## src/rtl/a85_pkg.sv

```systemverilog
package a85_pkg;

    localparam logic [7:0] CHAR_SPACE = 8'h20;
    localparam logic [7:0] CHAR_BANG  = 8'h21;
    localparam logic [7:0] CHAR_U     = 8'h75;
    localparam logic [7:0] CHAR_Z     = 8'h7A;

    localparam logic [31:0] DIGIT_BASE = 32'd85;
    localparam logic [2:0]  GROUP_LAST = 3'd4;

    localparam int unsigned CMDQ_DEPTH = 4;
    localparam int unsigned CMDQ_AW    = $clog2(CMDQ_DEPTH);

    typedef enum logic [1:0] {
        ST_RUN  = 2'd0,
        ST_END  = 2'd1,
        ST_LONE = 2'd2
    } t_status;

    // One decoded run: up to four bytes of word, high byte first.
    typedef struct packed {
        logic [31:0] word;
        logic        has_data;
        logic [1:0]  last_idx;
        t_status     status;
    } t_cmd;

    // Queue status seen by the producer and consumer sides.
    typedef struct packed {
        logic full;
        logic empty;
    } t_qstat;

    // 85^k for the pad digits still missing: digits held 2, 3, 4 -> k 3, 2, 1.
    function automatic logic [19:0] pad_mult(input logic [1:0] held_minus_2);
        logic [19:0] m;
        case (held_minus_2)
            2'd0:    m = 20'd614125;
            2'd1:    m = 20'd7225;
            default: m = 20'd85;
        endcase
        return m;
    endfunction

endpackage

```

## src/rtl/a85_front.sv

```systemverilog
module a85_front
    import a85_pkg::*;
(
    input  logic       i_clk,
    input  logic       i_rst_n,
    input  logic       i_accept,
    input  logic [7:0] i_text_char,
    input  logic       i_end_of_text,
    output logic       o_cmd_push,
    output t_cmd       o_cmd
);

    logic [2:0]  r_count;
    logic [2:0]  n_count;
    logic [31:0] r_value;
    logic [31:0] n_value;

    logic        is_space;
    logic        is_digit;
    logic        is_zero_grp;
    logic [31:0] digit_val;
    logic [31:0] acc_val;
    logic [31:0] pad_val;
    logic [1:0]  held_m2;

    assign is_space    = (i_text_char <= CHAR_SPACE);
    assign is_digit    = (i_text_char >= CHAR_BANG) && (i_text_char <= CHAR_U);
    assign is_zero_grp = (i_text_char == CHAR_Z) && (r_count == 3'd0);
    assign digit_val   = {24'd0, i_text_char - CHAR_BANG};
    assign acc_val     = r_value * DIGIT_BASE + digit_val;
    assign held_m2     = r_count[1:0] - 2'd2;
    // (v+1)*85^k - 1 equals padding with k digits of 84
    assign pad_val     = (r_value + 32'd1) * {12'd0, pad_mult(held_m2)} - 32'd1;

    always_comb begin
        n_count       = r_count;
        n_value       = r_value;
        o_cmd_push    = 1'b0;
        o_cmd         = '0;
        o_cmd.status  = ST_RUN;
        if (i_accept) begin
            if (!i_end_of_text && is_space) begin
                // skip
            end else if (!i_end_of_text && is_digit) begin
                if (r_count == GROUP_LAST) begin
                    o_cmd_push     = 1'b1;
                    o_cmd.word     = acc_val;
                    o_cmd.has_data = 1'b1;
                    o_cmd.last_idx = 2'd3;
                    n_count        = 3'd0;
                    n_value        = 32'd0;
                end else begin
                    n_count = r_count + 3'd1;
                    n_value = acc_val;
                end
            end else if (!i_end_of_text && is_zero_grp) begin
                o_cmd_push     = 1'b1;
                o_cmd.has_data = 1'b1;
                o_cmd.last_idx = 2'd3;
                n_value        = 32'd0;
            end else begin
                o_cmd_push = 1'b1;
                n_count    = 3'd0;
                n_value    = 32'd0;
                if (r_count == 3'd0) begin
                    o_cmd.status = ST_END;
                end else if (r_count == 3'd1) begin
                    o_cmd.status = ST_LONE;
                end else begin
                    o_cmd.word     = pad_val;
                    o_cmd.has_data = 1'b1;
                    o_cmd.last_idx = held_m2;
                    o_cmd.status   = ST_END;
                end
            end
        end
    end

    always_ff @(posedge i_clk) begin
        if (!i_rst_n) begin
            r_count <= 3'd0;
            r_value <= 32'd0;
        end else begin
            r_count <= n_count;
            r_value <= n_value;
        end
    end

endmodule

```

## src/rtl/a85_cmdq.sv

```systemverilog
module a85_cmdq
    import a85_pkg::*;
(
    input  logic   i_clk,
    input  logic   i_rst_n,
    input  logic   i_push,
    input  t_cmd   i_cmd,
    input  logic   i_pop,
    output t_cmd   o_head,
    output t_qstat o_stat
);

    t_cmd                r_mem [CMDQ_DEPTH];
    logic [CMDQ_AW-1:0]  r_wr;
    logic [CMDQ_AW-1:0]  r_rd;
    logic [CMDQ_AW:0]    r_cnt;
    logic                do_push;
    logic                do_pop;

    assign o_stat.full  = (r_cnt == (CMDQ_AW+1)'(CMDQ_DEPTH));
    assign o_stat.empty = (r_cnt == '0);
    assign do_push      = i_push && !o_stat.full;
    assign do_pop       = i_pop && !o_stat.empty;
    assign o_head       = r_mem[r_rd];

    always_ff @(posedge i_clk) begin
        if (do_push) begin
            r_mem[r_wr] <= i_cmd;
        end
    end

    always_ff @(posedge i_clk) begin
        if (!i_rst_n) begin
            r_wr  <= '0;
            r_rd  <= '0;
            r_cnt <= '0;
        end else begin
            if (do_push) begin
                r_wr <= r_wr + CMDQ_AW'(1);
            end
            if (do_pop) begin
                r_rd <= r_rd + CMDQ_AW'(1);
            end
            case ({do_push, do_pop})
                2'b10:   r_cnt <= r_cnt + (CMDQ_AW+1)'(1);
                2'b01:   r_cnt <= r_cnt - (CMDQ_AW+1)'(1);
                default: r_cnt <= r_cnt;
            endcase
        end
    end

endmodule

```

## src/rtl/a85_back.sv

```systemverilog
module a85_back
    import a85_pkg::*;
(
    input  logic       i_clk,
    input  logic       i_rst_n,
    input  t_cmd       i_head,
    input  logic       i_empty,
    input  logic       i_pop,
    output logic       o_cmd_pop,
    output logic [7:0] o_data_byte,
    output logic       o_byte_valid,
    output logic       o_last_of_run,
    output logic [1:0] o_end_status
);

    logic [1:0] r_idx;
    logic [1:0] n_idx;
    logic       is_last;
    logic       take;

    assign is_last       = (r_idx == i_head.last_idx);
    assign take          = i_pop && !i_empty;
    assign o_cmd_pop     = take && is_last;
    assign o_byte_valid  = i_head.has_data;
    assign o_last_of_run = is_last;
    assign o_end_status  = is_last ? i_head.status : ST_RUN;

    always_comb begin
        case (r_idx)
            2'd0:    o_data_byte = i_head.word[31:24];
            2'd1:    o_data_byte = i_head.word[23:16];
            2'd2:    o_data_byte = i_head.word[15:8];
            default: o_data_byte = i_head.word[7:0];
        endcase
        if (!i_head.has_data) begin
            o_data_byte = 8'd0;
        end
    end

    always_comb begin
        n_idx = r_idx;
        if (take) begin
            n_idx = is_last ? 2'd0 : r_idx + 2'd1;
        end
    end

    always_ff @(posedge i_clk) begin
        if (!i_rst_n) begin
            r_idx <= 2'd0;
        end else begin
            r_idx <= n_idx;
        end
    end

    a_idx_in_run: assert property (@(posedge i_clk) disable iff (!i_rst_n)
        !i_empty |-> r_idx <= i_head.last_idx)
        else $error("byte index past end of run");

    a_bare_is_end: assert property (@(posedge i_clk) disable iff (!i_rst_n)
        (!i_empty && !i_head.has_data) |->
            (i_head.last_idx == 2'd0 && i_head.status != ST_RUN))
        else $error("status-only run malformed");

    a_run_has_data: assert property (@(posedge i_clk) disable iff (!i_rst_n)
        (!i_empty && i_head.status == ST_RUN) |-> i_head.has_data)
        else $error("running run without bytes");

    a_mid_run_holds: assert property (@(posedge i_clk) disable iff (!i_rst_n)
        (take && !is_last) |=> (!i_empty && r_idx == $past(r_idx) + 2'd1))
        else $error("run lost before its last byte");

endmodule

```

## src/rtl/ascii85_stream_decoder.sv

```systemverilog
// Ascii85 stream decoder.
// Input channel: present one character on i_text_char (or raise i_end_of_text)
// with push; the item transfers on a rising edge with push high and full low.
// Result channel: while empty is low the oldest result item sits on o_data_byte,
// o_byte_valid, o_last_of_run and o_end_status; it transfers on an edge with
// pop high. Each input causes zero to four result items; o_last_of_run marks
// the final one and o_end_status reports the end of a text there.
// Throughput: one character per cycle on input while full is low, one result
// item per cycle on output while pop is high and empty is low. A completed
// group or 'z' yields four items, so dense groups are bounded by the output side.
// Results of an item enter the run queue at its transfer, behind earlier runs.
// The front end classifies and accumulates (one 32-bit multiply for padding);
// a four-entry run queue decouples it from the byte serializer.
// Stall: when the receiver holds pop low, the queue fills and full rises;
// skipped characters and partial digits also wait for full to fall.
// Reset: synchronous, active low; clears the group and empties the queue.
module ascii85_stream_decoder
    import a85_pkg::*;
(
    input  logic       i_clk,
    input  logic       i_rst_n,
    input  logic       push,
    output logic       full,
    input  logic [7:0] i_text_char,
    input  logic       i_end_of_text,
    output logic       empty,
    input  logic       pop,
    output logic [7:0] o_data_byte,
    output logic       o_byte_valid,
    output logic       o_last_of_run,
    output logic [1:0] o_end_status
);

    t_cmd   front_cmd;
    logic   front_push;
    t_cmd   q_head;
    t_qstat q_stat;
    logic   back_pop;

    // Hold input while the run queue is full.
    assign full  = q_stat.full;
    assign empty = q_stat.empty;

    a85_front u_front (
        .i_clk         (i_clk),
        .i_rst_n       (i_rst_n),
        .i_accept      (push && !q_stat.full),
        .i_text_char   (i_text_char),
        .i_end_of_text (i_end_of_text),
        .o_cmd_push    (front_push),
        .o_cmd         (front_cmd)
    );

    a85_cmdq u_cmdq (
        .i_clk   (i_clk),
        .i_rst_n (i_rst_n),
        .i_push  (front_push),
        .i_cmd   (front_cmd),
        .i_pop   (back_pop),
        .o_head  (q_head),
        .o_stat  (q_stat)
    );

    // Advance through the head run byte by byte; drop it after its last byte.
    a85_back u_back (
        .i_clk         (i_clk),
        .i_rst_n       (i_rst_n),
        .i_head        (q_head),
        .i_empty       (q_stat.empty),
        .i_pop         (pop),
        .o_cmd_pop     (back_pop),
        .o_data_byte   (o_data_byte),
        .o_byte_valid  (o_byte_valid),
        .o_last_of_run (o_last_of_run),
        .o_end_status  (o_end_status)
    );

endmodule
```

## config.mk

```make
export PLATFORM = sky130hd
export DESIGN_NAME = ascii85_stream_decoder
export DESIGN_NICKNAME = d
export VERILOG_FILES = /design/src/rtl/a85_pkg.sv /design/src/rtl/a85_front.sv /design/src/rtl/a85_cmdq.sv /design/src/rtl/a85_back.sv /design/src/rtl/ascii85_stream_decoder.sv
export SDC_FILE = /design/constraint.sdc
export NUM_CORES = 1
export LEC_CHECK = 0
export ABC_AREA = 1
export BUFFER_PORTS_ARGS = -buffer_cell sky130_fd_sc_hd__buf_2
export CAP_MARGIN = 20
export CORE_ASPECT_RATIO = 1.2
export CORE_UTILIZATION = 66
export CTS_CLUSTER_DIAMETER = 30
export DETAILED_ROUTE_END_ITERATION = 10
export GPL_ROUTABILITY_DRIVEN = 0
export PLACE_DENSITY = 0.83
export SETUP_SLACK_MARGIN = 0.05
export SYNTH_ARGS = -nofsm -noshare
export SYNTH_HDL_FRONTEND = slang
export SYNTH_SLANG_ARGS = --single-unit
```

## constraint.sdc

```tcl
create_clock -name i_clk -period 9.9 [get_ports i_clk]
set_input_delay 2.97 -clock i_clk [delete_from_list [all_inputs] [get_ports i_clk]]
set_output_delay 2.97 -clock i_clk [all_outputs]
set_load 0.01 [all_outputs]
```

==> results.cfg <==
[sta]
timing.fmax_mhz = 108
finalSetupViolCount = 0
worst_pin_slew_ns = 1.16
period_minus_slack_ns = 9.28
tns_ns = 0
period_share_pct = 93.8
hold_viol = 0
rsz0062_at_grt = no
slew_headroom_pct = 22.8
skew_ns = 0.0178
slew_violations = 0

[power]
irDropWorstVdd_uv = 153
leakagePower_uw = 0.0129
powerDensity_nw_per_um2 = 92.3

[clocking]
root_buffer = clkbuf_16
cts.sinks = 194
holdBufCountCts = 0
cts_buffer_depth = 2
cts_tree = done
clk_pin_slew_ns = 0.08
clk_latency_ns = 0.45
cts_setup_buffers = 0
cts-resized-gates = 0
ctsHtreeMaxLevel = 4
numCtsBuffers = 17

[setup_path]
cpPeakStageDelay_ns = 0.53
worstSetupPathType = reg -> reg
critPathArrivalTime_ns = 9.51
worstSetupEndpointType = register
worst-path-buf-inv = 7
path_common_cell = inv_1
worstPathMaxFanout = 7
critPathTopFamily = adder cells
crit_required_ns = 10.12
cp-start-kind = register
cpMaxStageDelayCell = fa_1

[logic_synthesis]
yosysUniqueCellTypes = 49
netlist_instances = 2887
ys_seq_area_share_pct = 22.1
syn_area_um2 = 24300
syn_avg_cell_area_um2 = 8.41
netlist.area_leader.share_pct = 25.6
ys_ff_latch = 194
syn-num-nets = 3477
synth_ff_type = edfxtp_1
yosysMostFrequentCell = inv_1
async_flop_share_pct = 0
synth_commonest_cells = inv_1 (691), nand2_1 (412), fa_1 (311)
synth.largest_area_cell = fa_1
netlist_top_cells_area = fa_1 (26%), edfxtp_1 (18%), ha_1 (14%), inv_1 (11%), nand2_1 (6.4%)
synth_warnings = 0
synth_edf_count = 148

[floorplan]
rows = 76
die-area_um2 = 37600
initial_core_util_pct = 67.4
die_height_um = 212
ioPinCount = 27
die_w_um = 177
coreArea_um2 = 36000

[layout]
area_growth_pct = 5.33
multiInputGateArea_um2 = 16100
fin_area_um2 = 25600
drive_above_1_share_pct = 5.16
register_area_um2 = 5370
fill_cells = 2682
n_antenna_cell = 0
fin_nets = 3483

[placement]
io_buffers = 26
place_area_um2 = 25000
dp_hpwl_um = 51800

[routing]
drcViolationCount = 0
viasPerCell = 5.88
first_iter_violations = 1687
routed_wl_um = 64900
dr.pass1.iters = 6
via_count = 19848
avgRoutedWirePerCell_um = 19.2
ant_nets = 0

[grt]
antenna_found_initial = 0
grt_pass1_wl_um = 104000
grt_pass1_vias = 20888
grt_max_degree = 76
track_usage_pct = 36.5
grt.overflow.total = 0

[job]
cap_viol_max_count = 0

[outcome]
outcome = complete, no violations

[hold_path]
hold_class = reg -> reg
## per-stage QoR
stage	hold slack, ns	total power (µW)	instances	setup slack, ns	util (%)
2_1_floorplan	0.457	1460	2887	2.69	-
3_3_place_gp	0.468	1650	3338	1.06	69.2
3_5_place_dp	0.489	1680	3339	0.930	69.3
4_1_cts	0.505	2340	3371	0.846	70.9
5_1_grt	0.523	2480	3374	0.155	71.0
6_report	0.499	2360	3374	0.618	71.0
## layout make-up
class | instances | area share (%)
multi-input combinational | 1930 | 62.9
tap | 468 | 2.29
sequential | 194 | 21.0
clock inverter | 13 | 0.435
timing repair buffer | 48 | 1.32
inverter | 702 | 10.3
clock buffer | 19 | 1.81
## metal layers
layer / global-route usage [%] / wire [µm] / vias up
li1: - / - / 9008
met1: 41.3 / 23000 / 9504
met2: 64.6 / 32600 / 1044
met3: 5.08 / 4860 / 292
met4: 23.1 / 4460 / 0
met5: 0 / 0 / -
## where the power goes
part,switching (µW),internal (µW),leakage [µW]
combinational,512,245,0.0109
clock,322,351,0.000288
sequential,15.0,916,0.00172
total,849,1510,0.0129
## registers in the layout, summed over array words and instances, names as in the netlist, named ones only
| register | cells |
|---|---|
| u_cmdq.r_wr | 2 |
| u_front.r_count | 3 |
| u_cmdq.r_rd | 2 |
| u_back.r_idx | 2 |
| u_front.r_value | 32 |
| u_cmdq.r_cnt | 3 |
| u_cmdq.r_mem | 148 |
## kinds of logic after synthesis
group,Yosys count,share of synthesized area [%]
fa+ha+maj,577,39.3
compound gates,368,8.42
xor+xnor,64,2.31
flops,194,22.1
buf+inv,763,11.8
simple gates,921,16.0
## cell usage in the layout (no fill, tap or decap), types with 7 or more instances in the layout
| master | instances |
|---|---|
| xor2_1 | 42 |
| buf_2 | 26 |
| o21bai_1 | 16 |
| xnor2_1 | 22 |
| or2_2 | 20 |
| fa_1 | 311 |
| clkbuf_16 | 18 |
| nor2_1 | 287 |
| nor3_1 | 24 |
| ha_1 | 266 |
| nor2_2 | 9 |
| a31oi_1 | 11 |
| inv_1 | 690 |
| nor2_4 | 8 |
| o22ai_1 | 11 |
| dfxtp_1 | 45 |
| o21ai_0 | 129 |
| a21oi_1 | 154 |
| a21boi_0 | 11 |
| inv_6 | 7 |
| edfxtp_1 | 148 |
| nand3_1 | 112 |
| inv_2 | 9 |
| nand2_2 | 12 |
| o221ai_1 | 9 |
| nand2_1 | 412 |
| nand4_1 | 19 |
| buf_4 | 18 |
## worst paths after layout
path         slack [ns]               start                  end  depth (start not counted)
min reg2reg        0.50      u_cmdq.r_rd[1]       u_cmdq.r_rd[1]                          1
min                0.50      u_cmdq.r_rd[1]       u_cmdq.r_rd[1]                          1
max reg2reg        0.62  u_front.r_value[1]  u_cmdq.r_mem[2][32]                         37
max                0.62  u_front.r_value[1]  u_cmdq.r_mem[2][32]                         37
No activity file was read; power rests on OpenSTA's default activity.
